==> src/sv/pdt_pkg.sv <==
// Shared constants and types for the prescaled down timer.
package pdt_pkg;

  localparam int COUNT_BITS = 12;
  localparam int DATA_W     = 16;
  localparam int PRE_W      = 4;

  typedef logic [2:0] cmd_t;

  localparam cmd_t CMD_TICK      = 3'd0;
  localparam cmd_t CMD_RD_COUNT  = 3'd1;
  localparam cmd_t CMD_RD_RELOAD = 3'd2;
  localparam cmd_t CMD_RD_STATUS = 3'd3;
  localparam cmd_t CMD_WR_RELOAD = 3'd4;
  localparam cmd_t CMD_WR_STATUS = 3'd5;

  localparam int ST_ENABLE_BIT = 0;
  localparam int ST_OVF_BIT    = 3;
  localparam int ST_EXT_BIT    = 5;
  localparam int ST_IRQEN_BIT  = 6;
  localparam int ST_ZERO_BIT   = 7;

  localparam logic [DATA_W-1:0] ST_KEEP      = 16'o250;
  localparam logic [DATA_W-1:0] ST_RD_CLEAR  = 16'o050;

endpackage

==> src/sv/prescaled_down_timer_with_status.sv <==
// Top level: prescaled 12-bit down timer with status and reload registers.
//
//  channel | dir | tdata            | tuser
//  --------+-----+------------------+-------------
//  in_     | in  | [15:0] write_data| [2:0] cmd
//  out_    | out | [15:0] read_data | [0] irq_pulse
//
// One beat per cycle sustained while the output is not stalled.
// An input register feeds the command/state update; the result lands in an
// output register. All state updates when the held beat moves to the output.
// A stalled output holds the input register, and in_tready drops once it is full.
// rst_n is synchronous; it clears the counter, reload, status and prescaler.
module prescaled_down_timer_with_status (
  input  logic                             clk,
  input  logic                             rst_n,
  input  logic                             in_tvalid,
  output logic                             in_tready,
  input  logic [pdt_pkg::DATA_W-1:0]       in_tdata,   // [15:0] write_data
  input  pdt_pkg::cmd_t                    in_tuser,   // [2:0] cmd
  output logic                             out_tvalid,
  input  logic                             out_tready,
  output logic [pdt_pkg::DATA_W-1:0]       out_tdata,  // [15:0] read_data
  output logic                             out_tuser   // [0] irq_pulse
);
  import pdt_pkg::*;

  logic                  in_valid_r;
  cmd_t                  cmd_r;
  logic [DATA_W-1:0]     wdata_r;

  logic                  out_valid_r;
  logic [DATA_W-1:0]     rdata_r;
  logic                  irq_r;

  logic [COUNT_BITS-1:0] count_r, count_nxt;
  logic [COUNT_BITS-1:0] reload_r, reload_nxt;
  logic [DATA_W-1:0]     status_r, status_nxt;
  logic [PRE_W-1:0]      pre_r, pre_nxt;
  logic [DATA_W-1:0]     rdata_nxt;
  logic                  irq_nxt;

  logic                  adv;
  logic [PRE_W-1:0]      pre_inc;
  logic [PRE_W-1:0]      period;
  logic [COUNT_BITS-1:0] count_dec;

  assign adv       = !out_valid_r || out_tready;
  assign in_tready = !in_valid_r || adv;

  assign pre_inc   = pre_r + PRE_W'(1);
  assign period    = PRE_W'(1) << status_r[2:1];
  assign count_dec = count_r - COUNT_BITS'(1);

  always_comb begin
    count_nxt  = count_r;
    reload_nxt = reload_r;
    status_nxt = status_r;
    pre_nxt    = pre_r;
    rdata_nxt  = '0;
    irq_nxt    = 1'b0;
    case (cmd_r)
      CMD_TICK: begin
        if (status_r[ST_ENABLE_BIT]) begin
          pre_nxt = pre_inc;
          if (pre_inc >= period) begin
            pre_nxt   = '0;
            count_nxt = count_dec;
            if (count_dec == '0) begin
              if (status_r[ST_ZERO_BIT]) status_nxt[ST_OVF_BIT] = 1'b1;
              status_nxt[ST_ZERO_BIT] = 1'b1;
              count_nxt = reload_r;
              irq_nxt   = status_r[ST_IRQEN_BIT];
            end
          end
        end
      end
      CMD_RD_COUNT: begin
        rdata_nxt = DATA_W'(count_r);
        status_nxt[ST_ZERO_BIT] = 1'b0;
      end
      CMD_RD_RELOAD: rdata_nxt = DATA_W'(reload_r);
      CMD_RD_STATUS: begin
        rdata_nxt  = status_r;
        status_nxt = status_r & ~ST_RD_CLEAR;
      end
      CMD_WR_RELOAD: begin
        reload_nxt = wdata_r[COUNT_BITS-1:0];
        if (!status_r[ST_ENABLE_BIT]) count_nxt = wdata_r[COUNT_BITS-1:0];
      end
      CMD_WR_STATUS: begin
        if (wdata_r[ST_ENABLE_BIT] && !status_r[ST_ENABLE_BIT]) count_nxt = reload_r;
        status_nxt = (status_r & ST_KEEP) | (wdata_r & ~ST_KEEP);
      end
      default: ;
    endcase
  end

  always_ff @(posedge clk) begin
    if (!rst_n) begin
      in_valid_r  <= 1'b0;
      out_valid_r <= 1'b0;
      count_r     <= '0;
      reload_r    <= '0;
      status_r    <= '0;
      pre_r       <= '0;
    end else begin
      if (in_tready) in_valid_r <= in_tvalid;
      if (adv) out_valid_r <= in_valid_r;
      if (adv && in_valid_r) begin
        count_r  <= count_nxt;
        reload_r <= reload_nxt;
        status_r <= status_nxt;
        pre_r    <= pre_nxt;
      end
    end
  end

  always_ff @(posedge clk) begin
    if (in_tready && in_tvalid) begin
      cmd_r   <= in_tuser;
      wdata_r <= in_tdata;
    end
    if (adv && in_valid_r) begin
      rdata_r <= rdata_nxt;
      irq_r   <= irq_nxt;
    end
  end

  assign out_tvalid = out_valid_r;
  assign out_tdata  = rdata_r;
  assign out_tuser  = irq_r;

  a_rd_count_clears_zero: assert property (@(posedge clk) disable iff (!rst_n)
    adv && in_valid_r && cmd_r == CMD_RD_COUNT |=> !status_r[ST_ZERO_BIT])
    else $error("zero flag not cleared by count read");

  a_irq_has_flags: assert property (@(posedge clk) disable iff (!rst_n)
    out_valid_r && irq_r |-> status_r[ST_ZERO_BIT] && status_r[ST_IRQEN_BIT])
    else $error("irq without zero flag and irq enable");

  a_wr_status_keeps: assert property (@(posedge clk) disable iff (!rst_n)
    adv && in_valid_r && cmd_r == CMD_WR_STATUS
    |=> (status_r & ST_KEEP) == ($past(status_r) & ST_KEEP))
    else $error("status write altered kept bits");

  a_disabled_tick_holds: assert property (@(posedge clk) disable iff (!rst_n)
    adv && in_valid_r && cmd_r == CMD_TICK && !status_r[ST_ENABLE_BIT]
    |=> $stable(count_r) && $stable(pre_r) && !irq_r)
    else $error("disabled tick changed timer");

endmodule

==> config.mk <==
export PLATFORM = sky130hd
export DESIGN_NAME = prescaled_down_timer_with_status
export DESIGN_NICKNAME = d
export VERILOG_FILES = /design/src/sv/pdt_pkg.sv /design/src/sv/prescaled_down_timer_with_status.sv
export SDC_FILE = /design/constraint.sdc
export NUM_CORES = 1
export LEC_CHECK = 0
export BUFFER_PORTS_ARGS = -buffer_cell sky130_fd_sc_hd__buf_4
export CAP_MARGIN = 30
export CORE_MARGIN = 3
export CORE_UTILIZATION = 60
export CTS_BUF_LIST = sky130_fd_sc_hd__clkbuf_2 sky130_fd_sc_hd__clkbuf_4 sky130_fd_sc_hd__clkbuf_8
export DETAILED_ROUTE_END_ITERATION = 7
export HOLD_SLACK_MARGIN = 0.05
export PLACE_DENSITY = 0.84
export SLEW_MARGIN = 10
export SYNTH_ARGS = -nofsm -noshare
export SYNTH_HDL_FRONTEND = slang
export SYNTH_SLANG_ARGS = --single-unit
==> constraint.sdc <==
create_clock -name clk -period 6.97 [get_ports clk]
set_clock_uncertainty 0.1 [all_clocks]
set_input_delay 1.7425 -clock clk [delete_from_list [all_inputs] [get_ports clk]]
set_output_delay 1.7425 -clock clk [all_outputs]
set_load 0.02 [all_outputs]
==> results by group, run 1 <==
Floorplanning
  – Starting density of the core: roughly 63%
  – Num rows: 28
  – Die Wd: approximately 86 um
  – Die footprint: around 7400 sq um
  – I/O pins: 42
  – Core Region: roughly 6000 sq um
  – Die H: 85.8 um

Critical path
  – CP max-delay cell: nor2b_1
  – CP max stage delay: 0.30 ns
  – Crit path max-delay family: simple AND/OR/NAND/NOR gates
  – Crit-path cells: buf_4, nor2b_1, nand2_1, buf_4
  – Maximum fanout along the worst path: 6
  – Critical path buffers and inverters: 2
  – Critical path type: in2out
  – Critical path endpoint category: output pin
  – CP Data Arrival Time: 2.44 ns
  – R2r worst-path depth: 8
  – Crit-path most repeated cell: buf_4
  – CP Depth: 4
  – Critical Path Source Type: input port
  – Critical path data required time: approximately 5.1 ns

Drt
  – 1st-iter DRT viols: about 350
  – DR WL/cell: between 15 and 20 um
  – Final WL: approximately 8.6 mm
  – DRC viols: 0
  – Final antenna-violating net count: 0
  – Vias per Instance: a little over 6
  – DR vias: 2877
  – Drt first pass iters: 6

Yosys
  – Cell Area, Synth: approximately 3800 sq um
  – Synth top area share: between 20 and 30%
  – Sequential-to-total area share from yosys stat: between 50% and 60%
  – Synth cell count leaders: nor2_1, dfxtp_1, edfxtp_1, mux2i_1, nand2_1
  – Predominant post-synthesis flop cell: dfxtp_1
  – Gate count after technology mapping: around 350
  – Leading area contributor after synthesis: edfxtp_1
  – Ys Warns: 0
  – Post-synth EDFFs: 36
  – Unique masters post-synth: between 50 and 60
  – Asr flop ratio synth: 0%
  – Synth Register Bits: 81
  – Most numerous cell in the Yosys netlist: nor2_1
  – Synthesized net count: about 380
  – Top post-synthesis cells by area: edfxtp_1, dfxtp_1, mux2i_1
  – Syn avg cell area: 10.8 sq um

Timing
  – Fin. max-slew vios: 0
  – Tmin final: 4.29 ns
  – Final setup violation count: 0
  – TNS Setup: 0 ns
  – Slew headroom: 40.2%
  – Final Hold Vio Count: 0
  – RSZ-0062 raised after global routing: false
  – Achievable frequency: around 0.23 GHz
  – Fin crit share: 61.5%
  – Worst Tran Pin Value: 0.895 ns
  – Min Hold Slack: about 0.39 ns

Layout
  – Finished layout cell area: 4410 sq um
  – FILL cells: around 450
  – N_diodes: 0
  – Area growth syn-to-layout: 15.4%
  – Fin nets: between 400 and 500
  – Share of post-route cells with drive strength above 1: 21.2%

Run
  – Max_cap viols: 0

Clocking
  – Max H-tree Level: 3
  – Clk Tree Root Cell: clkbuf_8
  – Clock sink count: between 80 and 90
  – Cts repair resizes: 0
  – TritonCTS clock tree: done
  – Clock buffer depth: 2
  – CTS Hold Bufs: 0
  – Clock Latency Late Sink: about 0.36 ns
  – Clock transition at path regs: 0.09 ns
  – CTS buffer count: 9
  – Setup Buffers After CTS: 0

Pwr
  – Pwr/cell area: 231 nW/um^2
  – Leakage power: approximately 1.9 nW
  – Clk pwr share: between 30 and 40%
  – Sw Share: 24.6%
  – P_int: around 0.00077 W
  – Logic pwr share: between 10 and 15%
  – Sequential group share of total power: a little over half
  – Switching Power: 0.000251 W
  – Peak VDD IR: 176 uV

Hold path
  – Cells on Worst Hold Path: 2
  – Class of the worst hold path: reg2reg

Place
  – Gpl congestion: about 0.93
  – IO Port Bufs: 41
  – Placement Cell Area: 4180 sq um
  – DP HPWL: approximately 5.8 mm

GRT
  – Global-route wire length before repair: ~14 mm
  – Largest net degree at the start of global routing: 30
  – All-Layer GR Usage: between 20% and 30%
  – Vias in the first global route: 2779
  – Initial antenna violation count: 0
  – Grt ovf: 0

Status
  – Status: finished clean
worst register-to-register path: stages (launching register included):
cell,delay [ns]
dfxtp_1,0.36
inv_1,0.12
ha_1,0.18
or3b_2,0.53
nor3_1,0.21
xnor2_1,0.22
nand4b_2,0.39
and4_1,0.37
nor4_2,0.22
power groups by stage:
stage	clock network [W]	logic (W)	registers (W)
after floorplan	0	0.0000705	0.000536
after global placement	0	0.0000982	0.000539
after detailed placement	0	0.000102	0.000539
after CTS	0.000391	0.000102	0.000528
after global routing	0.000410	0.000113	0.000531
final	0.000385	0.000103	0.000529
layout by cell type, fill, tap and decap left out, types with 2 or more instances in the layout:
cell type | synthesis | routed
a21boi_0 | 2 | 2
o221ai_1 | 6 | 6
o211ai_1 | 2 | 2
mux2i_1 | 36 | 36
ha_1 | 7 | 7
edfxtp_1 | 36 | 36
nor4b_1 | 2 | 2
bufinv_16 | 0 | 2
nand2b_1 | 6 | 6
or3_1 | 2 | 2
o2111ai_1 | 2 | 2
dfxtp_1 | 45 | 45
nand2_1 | 17 | 17
a22oi_1 | 14 | 14
nor3_1 | 4 | 4
xnor2_1 | 8 | 8
xor2_1 | 2 | 2
a31oi_1 | 4 | 4
clkbuf_8 | 0 | 9
nor2b_1 | 4 | 4
nand3_1 | 7 | 7
and4b_1 | 3 | 3
mux2_2 | 16 | 16
nor2_1 | 57 | 57
a21oi_1 | 7 | 7
and2_1 | 5 | 5
inv_1 | 10 | 10
nor4_1 | 3 | 3
o21ai_0 | 7 | 7
buf_4 | 0 | 44
flip-flops by register name, summed over array words and instances, names as in the netlist:
register    count
cmd_r           3
count_r        12
in_valid_r      1
out_tdata      16
out_tuser       1
out_tvalid      1
pre_r           4
reload_r       12
status_r       15
wdata_r        16
kinds of logic (layout without fill, tap and decap cells):
group | count (synthesis) | after routing | share of synthesized area [%]
mux | 52 | 52 | 14.2
xor+xnor | 10 | 10 | 2.29
fa+ha+maj | 7 | 7 | 2.29
buf+inv | 28 | 71 | 3.21
compound gates | 53 | 53 | 9.77
simple gates | 122 | 122 | 16.4
flops | 81 | 81 | 51.9
path summary, 6_finish.rpt:
| check | from | endpoint | slack, ns |
|---|---|---|---|
| worst max register to register | count_r[0] | count_r[0] | 4.18 |
| worst min-delay path | wdata_r[12] | status_r[12] | 0.39 |
| worst max-delay path | out_tready | in_tready | 2.68 |
| worst min register to register | wdata_r[12] | status_r[12] | 0.39 |
final cells by class:
| class | count | area, sq um | share of cell area [%] |
|---|---|---|---|
| sequential | 81 | 1980 | 45.0 |
| multi-input combinational | 244 | 1710 | 38.9 |
| timing repair buffer | 45 | 358 | 8.12 |
| clock buffer | 10 | 131 | 2.98 |
| tap | 75 | 93.8 | 2.13 |
| clock inverter | 6 | 90.1 | 2.04 |
| inverter | 10 | 37.5 | 0.852 |
stage by stage:
stage	total power, W	util, %	setup WS, ns	cells
6_report	0.00102	73.1	2.68	471
5_1_grt	0.00105	73.1	2.61	471
4_1_cts	0.00102	73.0	2.69	470
3_5_place_dp	0.000641	69.3	2.69	454
3_3_place_gp	0.000637	68.9	2.72	453
2_1_floorplan	0.000606	-	2.94	353
metal layers:
metal | routed length (um) | share of wire, % | track usage [%]
met1 | 3670 | 43 | 34.0
met2 | 3940 | 46 | 38.9
met3 | 811 | 9.4 | 7.30
met4 | 160 | 1.9 | 8.20
met5 | 0 | 0 | 0
Note: power is estimated with default switching activity, not from simulation.
==> run 2: changes to the inputs <==
CORE_UTILIZATION = 55   (was 60)
PLACE_DENSITY = 0.82   (was 0.84)
clock period = 3.9 ns   (was 6.97 ns; I/O delays follow)
==> run 2 against run 1 <==
Against the previous run: sequential power increased by 79%; non-clock buffer count increased by 1; worst setup slack got worse by 1.6 ns; sequential share of layout area increased by 0.10 points; critical path type is now reg2reg; largest cell class unchanged.
==> results by group, run 2 (synthesis gave the netlist of run 1 again) <==
Status
  – Status: finished clean

Layout
  – Area growth syn-to-layout: 15.1%
  – Fin nets: around 420
  – N_diodes: 0
  – Share of post-route cells with drive strength above 1: ~21%
  – FILL cells: approximately 520
  – Multi-input gate area: around 1700 sq um
  – Register area: between 1500 and 2000 sq um
  – Most common cell after layout, fill and taps aside: nor2_1
  – Non-Filler Instances: 474
  – Finished layout cell area: 4400 sq um
  – Commonest cells after routing, fill and taps aside: nor2_1, dfxtp_1, buf_4, mux2i_1, edfxtp_1

Drt
  – Final antenna-violating net count: 0
  – Met3 WL: 642 um
  – DR WL/cell: roughly 17 um
  – Final WL: a little over 8 mm
  – Drt first pass iters: 4
  – 1st-iter DRT viols: ~230
  – DR top layer: met4
  – Vias per Instance: 5.90
  – DR vias: 2797
  – Met1 WL: ~3.4 mm
  – Met2 wire len: 3.87 mm
  – DRC viols: 0

Floorplanning
  – Die footprint: about 8000 sq um
  – Starting density of the core: roughly three fifths
  – Core Region: ~6500 sq um
  – Die H: approximately 90 um
  – I/O pins: 42
  – Num rows: 29
  – Die Wd: approximately 89 um

Clocking
  – Clock Latency Late Sink: about 0.36 ns
  – Clock buffer depth: 2
  – Max H-tree Level: 3
  – Clock transition at path regs: ~0.09 ns
  – CTS buffer count: 9
  – Clk Tree Root Cell: clkbuf_8
  – Cts repair resizes: 0
  – Setup Buffers After CTS: 0
  – Clock sink count: 81
  – CTS Hold Bufs: 0
  – TritonCTS clock tree: done

GRT
  – Vias in the first global route: about 2.7k
  – Initial antenna violation count: 0
  – Grt ovf: 0
  – Largest net degree at the start of global routing: 23
  – All-Layer GR Usage: between 20% and 30%
  – Global-route wire length before repair: approximately 14 mm

Pwr
  – Leakage power: about 1.9 nW
  – Logic pwr share: 10.2%
  – Pwr/cell area: about 400 nW/um^2
  – Peak VDD IR: 330 uV
  – Sequential group share of total power: between 50% and 60%
  – Switching Power: approximately 0.00045 W
  – Clk pwr share: 35.8%
  – Sw Share: between 20 and 30%
  – P_int: 0.00130 W

Timing
  – Final setup violation count: 0
  – Final Hold Vio Count: 0
  – TNS Setup: 0 ns
  – RSZ-0062 raised after global routing: false
  – Tmin final: between 2 and 3 ns
  – Fin crit share: 72.0%
  – Slew headroom: 36.1%
  – Fin. max-slew vios: 0
  – Min Hold Slack: roughly 0.40 ns
  – Achievable frequency: 0.356 GHz
  – Worst Tran Pin Value: approximately 0.96 ns

Place
  – Placement Cell Area: ~4200 sq um
  – DP HPWL: between 5 and 6 mm
  – IO Port Bufs: around 40
  – Placed cells: 458
  – Gpl congestion: roughly 0.95

Critical path
  – Critical path data required time: between 4 and 5 ns
  – Critical path endpoint category: flip-flop
  – Maximum fanout along the worst path: 11
  – CP Data Arrival Time: about 3.0 ns
  – Critical path type: reg2reg
  – Critical Path Source Type: flip-flop

Run
  – Max_cap viols: 0

Hold path
  – Class of the worst hold path: reg2reg
[run 2: layer usage]
layer	track usage, %	vias to the layer above
li1	-	1365
met1	28.1	1318
met2	36.2	97
met3	8.39	17
met4	7.71	0
met5	0	-
[run 2: metrics by stage]
stage          power, W  worst slack (ns)  utilization, %
2_1_floorplan   0.00108              1.06               -
3_3_place_gp    0.00114             0.846            63.8
3_5_place_dp    0.00114             0.761            64.2
4_1_cts         0.00176              1.11            67.3
5_1_grt         0.00182             0.902            67.3
6_report        0.00175              1.09            67.3
[run 2: final cells by class]
class / count / share of cell area (%)
repair buffers: 46 / 8.31
clock buffers: 9 / 2.82
inverters: 10 / 0.854
well taps: 77 / 2.19
flip-flops and latches: 81 / 45.1
clock inverters: 7 / 1.76
multi-input cells: 244 / 39.0
[run 2: final timing paths]
kind / start / end / slack, ns / cells past startpoint
hold reg to reg: wdata_r[14] / status_r[14] / 0.40 / 2
setup reg to reg: count_r[0] / status_r[3] / 1.09 / 8
setup / recovery: count_r[0] / status_r[3] / 1.09 / 8
hold / removal: wdata_r[14] / status_r[14] / 0.40 / 2
[run 2: power by group through the flow]
stage / registers, W / logic, W / clock network (W)
after CTS: 0.000946 / 0.000180 / 0.000639
after detailed placement: 0.000965 / 0.000179 / 0
final: 0.000947 / 0.000179 / 0.000627
after global routing: 0.000952 / 0.000199 / 0.000674
after global placement: 0.000964 / 0.000171 / 0
after floorplan: 0.000957 / 0.000126 / 0
[run 2: worst max-delay path: stages, from the launching register on]
cell	delay, ns
dfxtp_1	0.37
inv_1	0.10
ha_1	0.18
or3b_2	0.53
nor3_1	0.20
xnor2_1	0.25
nand4b_2	0.41
nor4_1	0.45
o211a_1	0.18
==> run 3: changes to the inputs <==
ABC_AREA = 1   (was default)
CORE_UTILIZATION = 60   (was 55)
PLACE_DENSITY = 0.84   (was 0.82)
clock period = 2.64 ns   (was 3.9 ns; I/O delays follow)
==> run 3 against run 2 <==
Against the previous run: final area grew 2.7%; die area shrank 5.1%; synthesized cell count grew 33%; worst hold slack lost 0.029 ns; highest routed layer unchanged.
==> results by group, run 3 <==
Timing
  – Final Hold Vio Count: 0
  – Fin crit share: approximately 91%
  – Achievable frequency: 0.414 GHz
  – Final setup violation count: 0
  – RSZ-0062 raised after global routing: false
  – Tmin final: ~2.4 ns
  – Slew headroom: approximately three fifths
  – TNS Setup: 0 ns
  – Setup WS post-layout: 0.227 ns
  – Fin. max-slew vios: 0
  – Worst Tran Pin Value: 0.574 ns

Layout
  – Commonest cells after routing, fill and taps aside: nand2_1, inv_1, nor2_1, buf_4, dfxtp_1
  – Fin nets: approximately 540
  – Register area: between 1500 and 2000 sq um
  – Area growth syn-to-layout: 14.7%
  – Most common cell after layout, fill and taps aside: nand2_1
  – Multi-input gate area: roughly 1600 sq um
  – Finished layout cell area: 4510 sq um
  – FILL cells: between 400 and 500
  – Share of post-route cells with drive strength above 1: ~17%
  – N_diodes: 0

Yosys
  – Sequential-to-total area share from yosys stat: ~50%
  – Leading area contributor after synthesis: edfxtp_1
  – Top post-synthesis cells by area: edfxtp_1, dfxtp_1, nand2_1
  – Synth Register Bits: 81
  – Synth cell count leaders: nand2_1, inv_1, nor2_1, dfxtp_1, edfxtp_1
  – Most numerous cell in the Yosys netlist: nand2_1
  – Ys Warns: 0
  – Synthesized net count: between 500 and 600
  – Unique masters post-synth: 38
  – Asr flop ratio synth: 0%
  – Syn avg cell area: ~8.4 sq um
  – Predominant post-synthesis flop cell: dfxtp_1
  – Synth top area share: 27.5%
  – Post-synth EDFFs: 36
  – Gate count after technology mapping: roughly 470
  – Cell Area, Synth: roughly 3900 sq um

Critical path
  – Maximum fanout along the worst path: 24
  – Critical path endpoint category: flip-flop
  – Crit Reg-Reg Endpoint: count_r[5]
  – Critical path type: reg2reg
  – Reg2Reg Setup Slack: around 0.23 ns
  – End of the critical path: count_r[5]
  – CP max-delay cell: dfxtp_1
  – CP max stage delay: roughly 0.42 ns
  – Crit-path cells: inv_1, or2_2, ha_1, inv_1, nor2_1, o211ai_1, nand4_1, nand3_2, nand2_1, nand2_1, a21oi_1
  – Reg2reg start: status_r[1]
  – Critical path data required time: roughly 2.8 ns
  – CP startpoint: status_r[1]
  – R2r worst-path depth: 11
  – CP Data Arrival Time: 2.60 ns
  – Critical Path Source Type: flip-flop

Place
  – Pre-CTS setup slack: 0.288 ns
  – IO Port Bufs: 41
  – Gpl congestion: around 0.92
  – Placement Cell Area: 4290 sq um
  – DP HPWL: 6.65 mm

Clocking
  – CTS buffer count: 9
  – Setup Buffers After CTS: 0
  – Clk Tree Root Cell: clkbuf_8
  – Max H-tree Level: 3
  – Clock transition at path regs: 0.08 ns
  – Cts repair resizes: 0
  – CTS Hold Bufs: 0
  – TritonCTS clock tree: done
  – Clock sink count: 81
  – Clock buffer depth: 2
  – Clock Latency Late Sink: approximately 0.35 ns

Floorplanning
  – Core Region: approximately 6100 sq um
  – Die H: about 87 um
  – Die footprint: 7570 sq um
  – I/O pins: between 40 and 50
  – Starting density of the core: roughly 64%
  – Num rows: 28
  – Die Wd: between 80 and 90 um

GRT
  – All-Layer GR Usage: between 20% and 30%
  – Grt ovf: 0
  – Largest net degree at the start of global routing: 34
  – Initial antenna violation count: 0
  – Global-route wire length before repair: 15.4 mm
  – Vias in the first global route: between 3k and 4k

Drt
  – Final WL: ~9.3 mm
  – DRC viols: 0
  – DR vias: around 3.5k
  – Final antenna-violating net count: 0
  – 1st-iter DRT viols: 515
  – DR WL/cell: around 16 um
  – Drt first pass iters: 6
  – Vias per Instance: just under 6

Run
  – Max_cap viols: 0

Pwr
  – Pwr/cell area: a little over 600 nW/um^2
  – Peak VDD IR: about 440 uV
  – Pwr Total: roughly 0.0028 W
  – Leakage power: approximately 2.0 nW

Status
  – Status: finished clean

Hold path
  – Class of the worst hold path: reg2reg
-- run 3: cell count changes after synthesis, moves of 6 or more --
cell | before | now
mux2_2 | 16 | 0
nand2_2 | 0 | 8
nand4_1 | 1 | 18
a21oi_1 | 7 | 34
nand3_1 | 7 | 17
xnor2_1 | 8 | 1
a22oi_1 | 14 | 7
o21ai_0 | 7 | 32
nand2_1 | 17 | 101
inv_1 | 10 | 53
nand2b_1 | 6 | 0
mux2i_1 | 36 | 0
nor2_1 | 57 | 49
-- run 3: metrics by stage --
stage	util (%)	instances	hold slack, ns
floorplan	-	471	0.329
global placement	70.0	578	0.343
detailed placement	70.0	578	0.349
CTS	73.6	594	0.364
global route	73.6	594	0.363
finish	73.6	594	0.367
-- run 3: worst max-delay path: cells and delay by family (launching register included) --
kind / cells / cell delay (ns)
flops: 1 / 0.42
simple gates: 6 / 1.19
compound gates: 2 / 0.24
buf+inv: 2 / 0.11
fa+ha+maj: 1 / 0.30
-- run 3: where the power goes --
group | switching (W) | internal (W) | leakage, nW | total (W)
registers | 0.0000321 | 0.00136 | 0.715 | 0.00139
clock network | 0.000453 | 0.000554 | 0.110 | 0.00101
logic | 0.000262 | 0.000130 | 1.12 | 0.000392
-- run 3: metal layers --
metal	vias to the layer above	GRT usage [%]	share of wire (%)	wire [um]
met2	171	40.6	47	4350
li1	1676	-	-	-
met5	-	0	0	0
met4	0	10.8	2.6	242
met1	1659	36.1	43	3990
met3	30	3.97	7.4	684
-- run 3: worst min path at each step --
stage / start / endpoint / cells past startpoint
after global routing: in_tdata[4] / wdata_r[4] / 1
after detailed placement: status_r[13] / status_r[13] / 2
final: status_r[13] / status_r[13] / 2
after floorplan: status_r[12] / status_r[12] / 2
after global placement: status_r[12] / status_r[12] / 2
after CTS: status_r[12] / status_r[12] / 2
-- run 3: area by class of cell --
type	instances	area share, %
clock inverters	5	1.80
flip-flops and latches	81	43.9
repair buffers	47	7.82
inverters	59	4.91
well taps	75	2.08
clock buffers	11	3.08
multi-input cells	316	36.4
-- run 3: logic make-up after synthesis --
group                    count (synthesis)  share of synthesized area [%]
flip-flops                              81                           50.4
adder cells (fa/ha/maj)                  7                           2.23
XOR/XNOR                                 4                          0.890
AND/OR/NAND/NOR                        209                           24.3
buffers and inverters                   74                           7.89
AO/OA/AOI/OAI                           96                           14.3
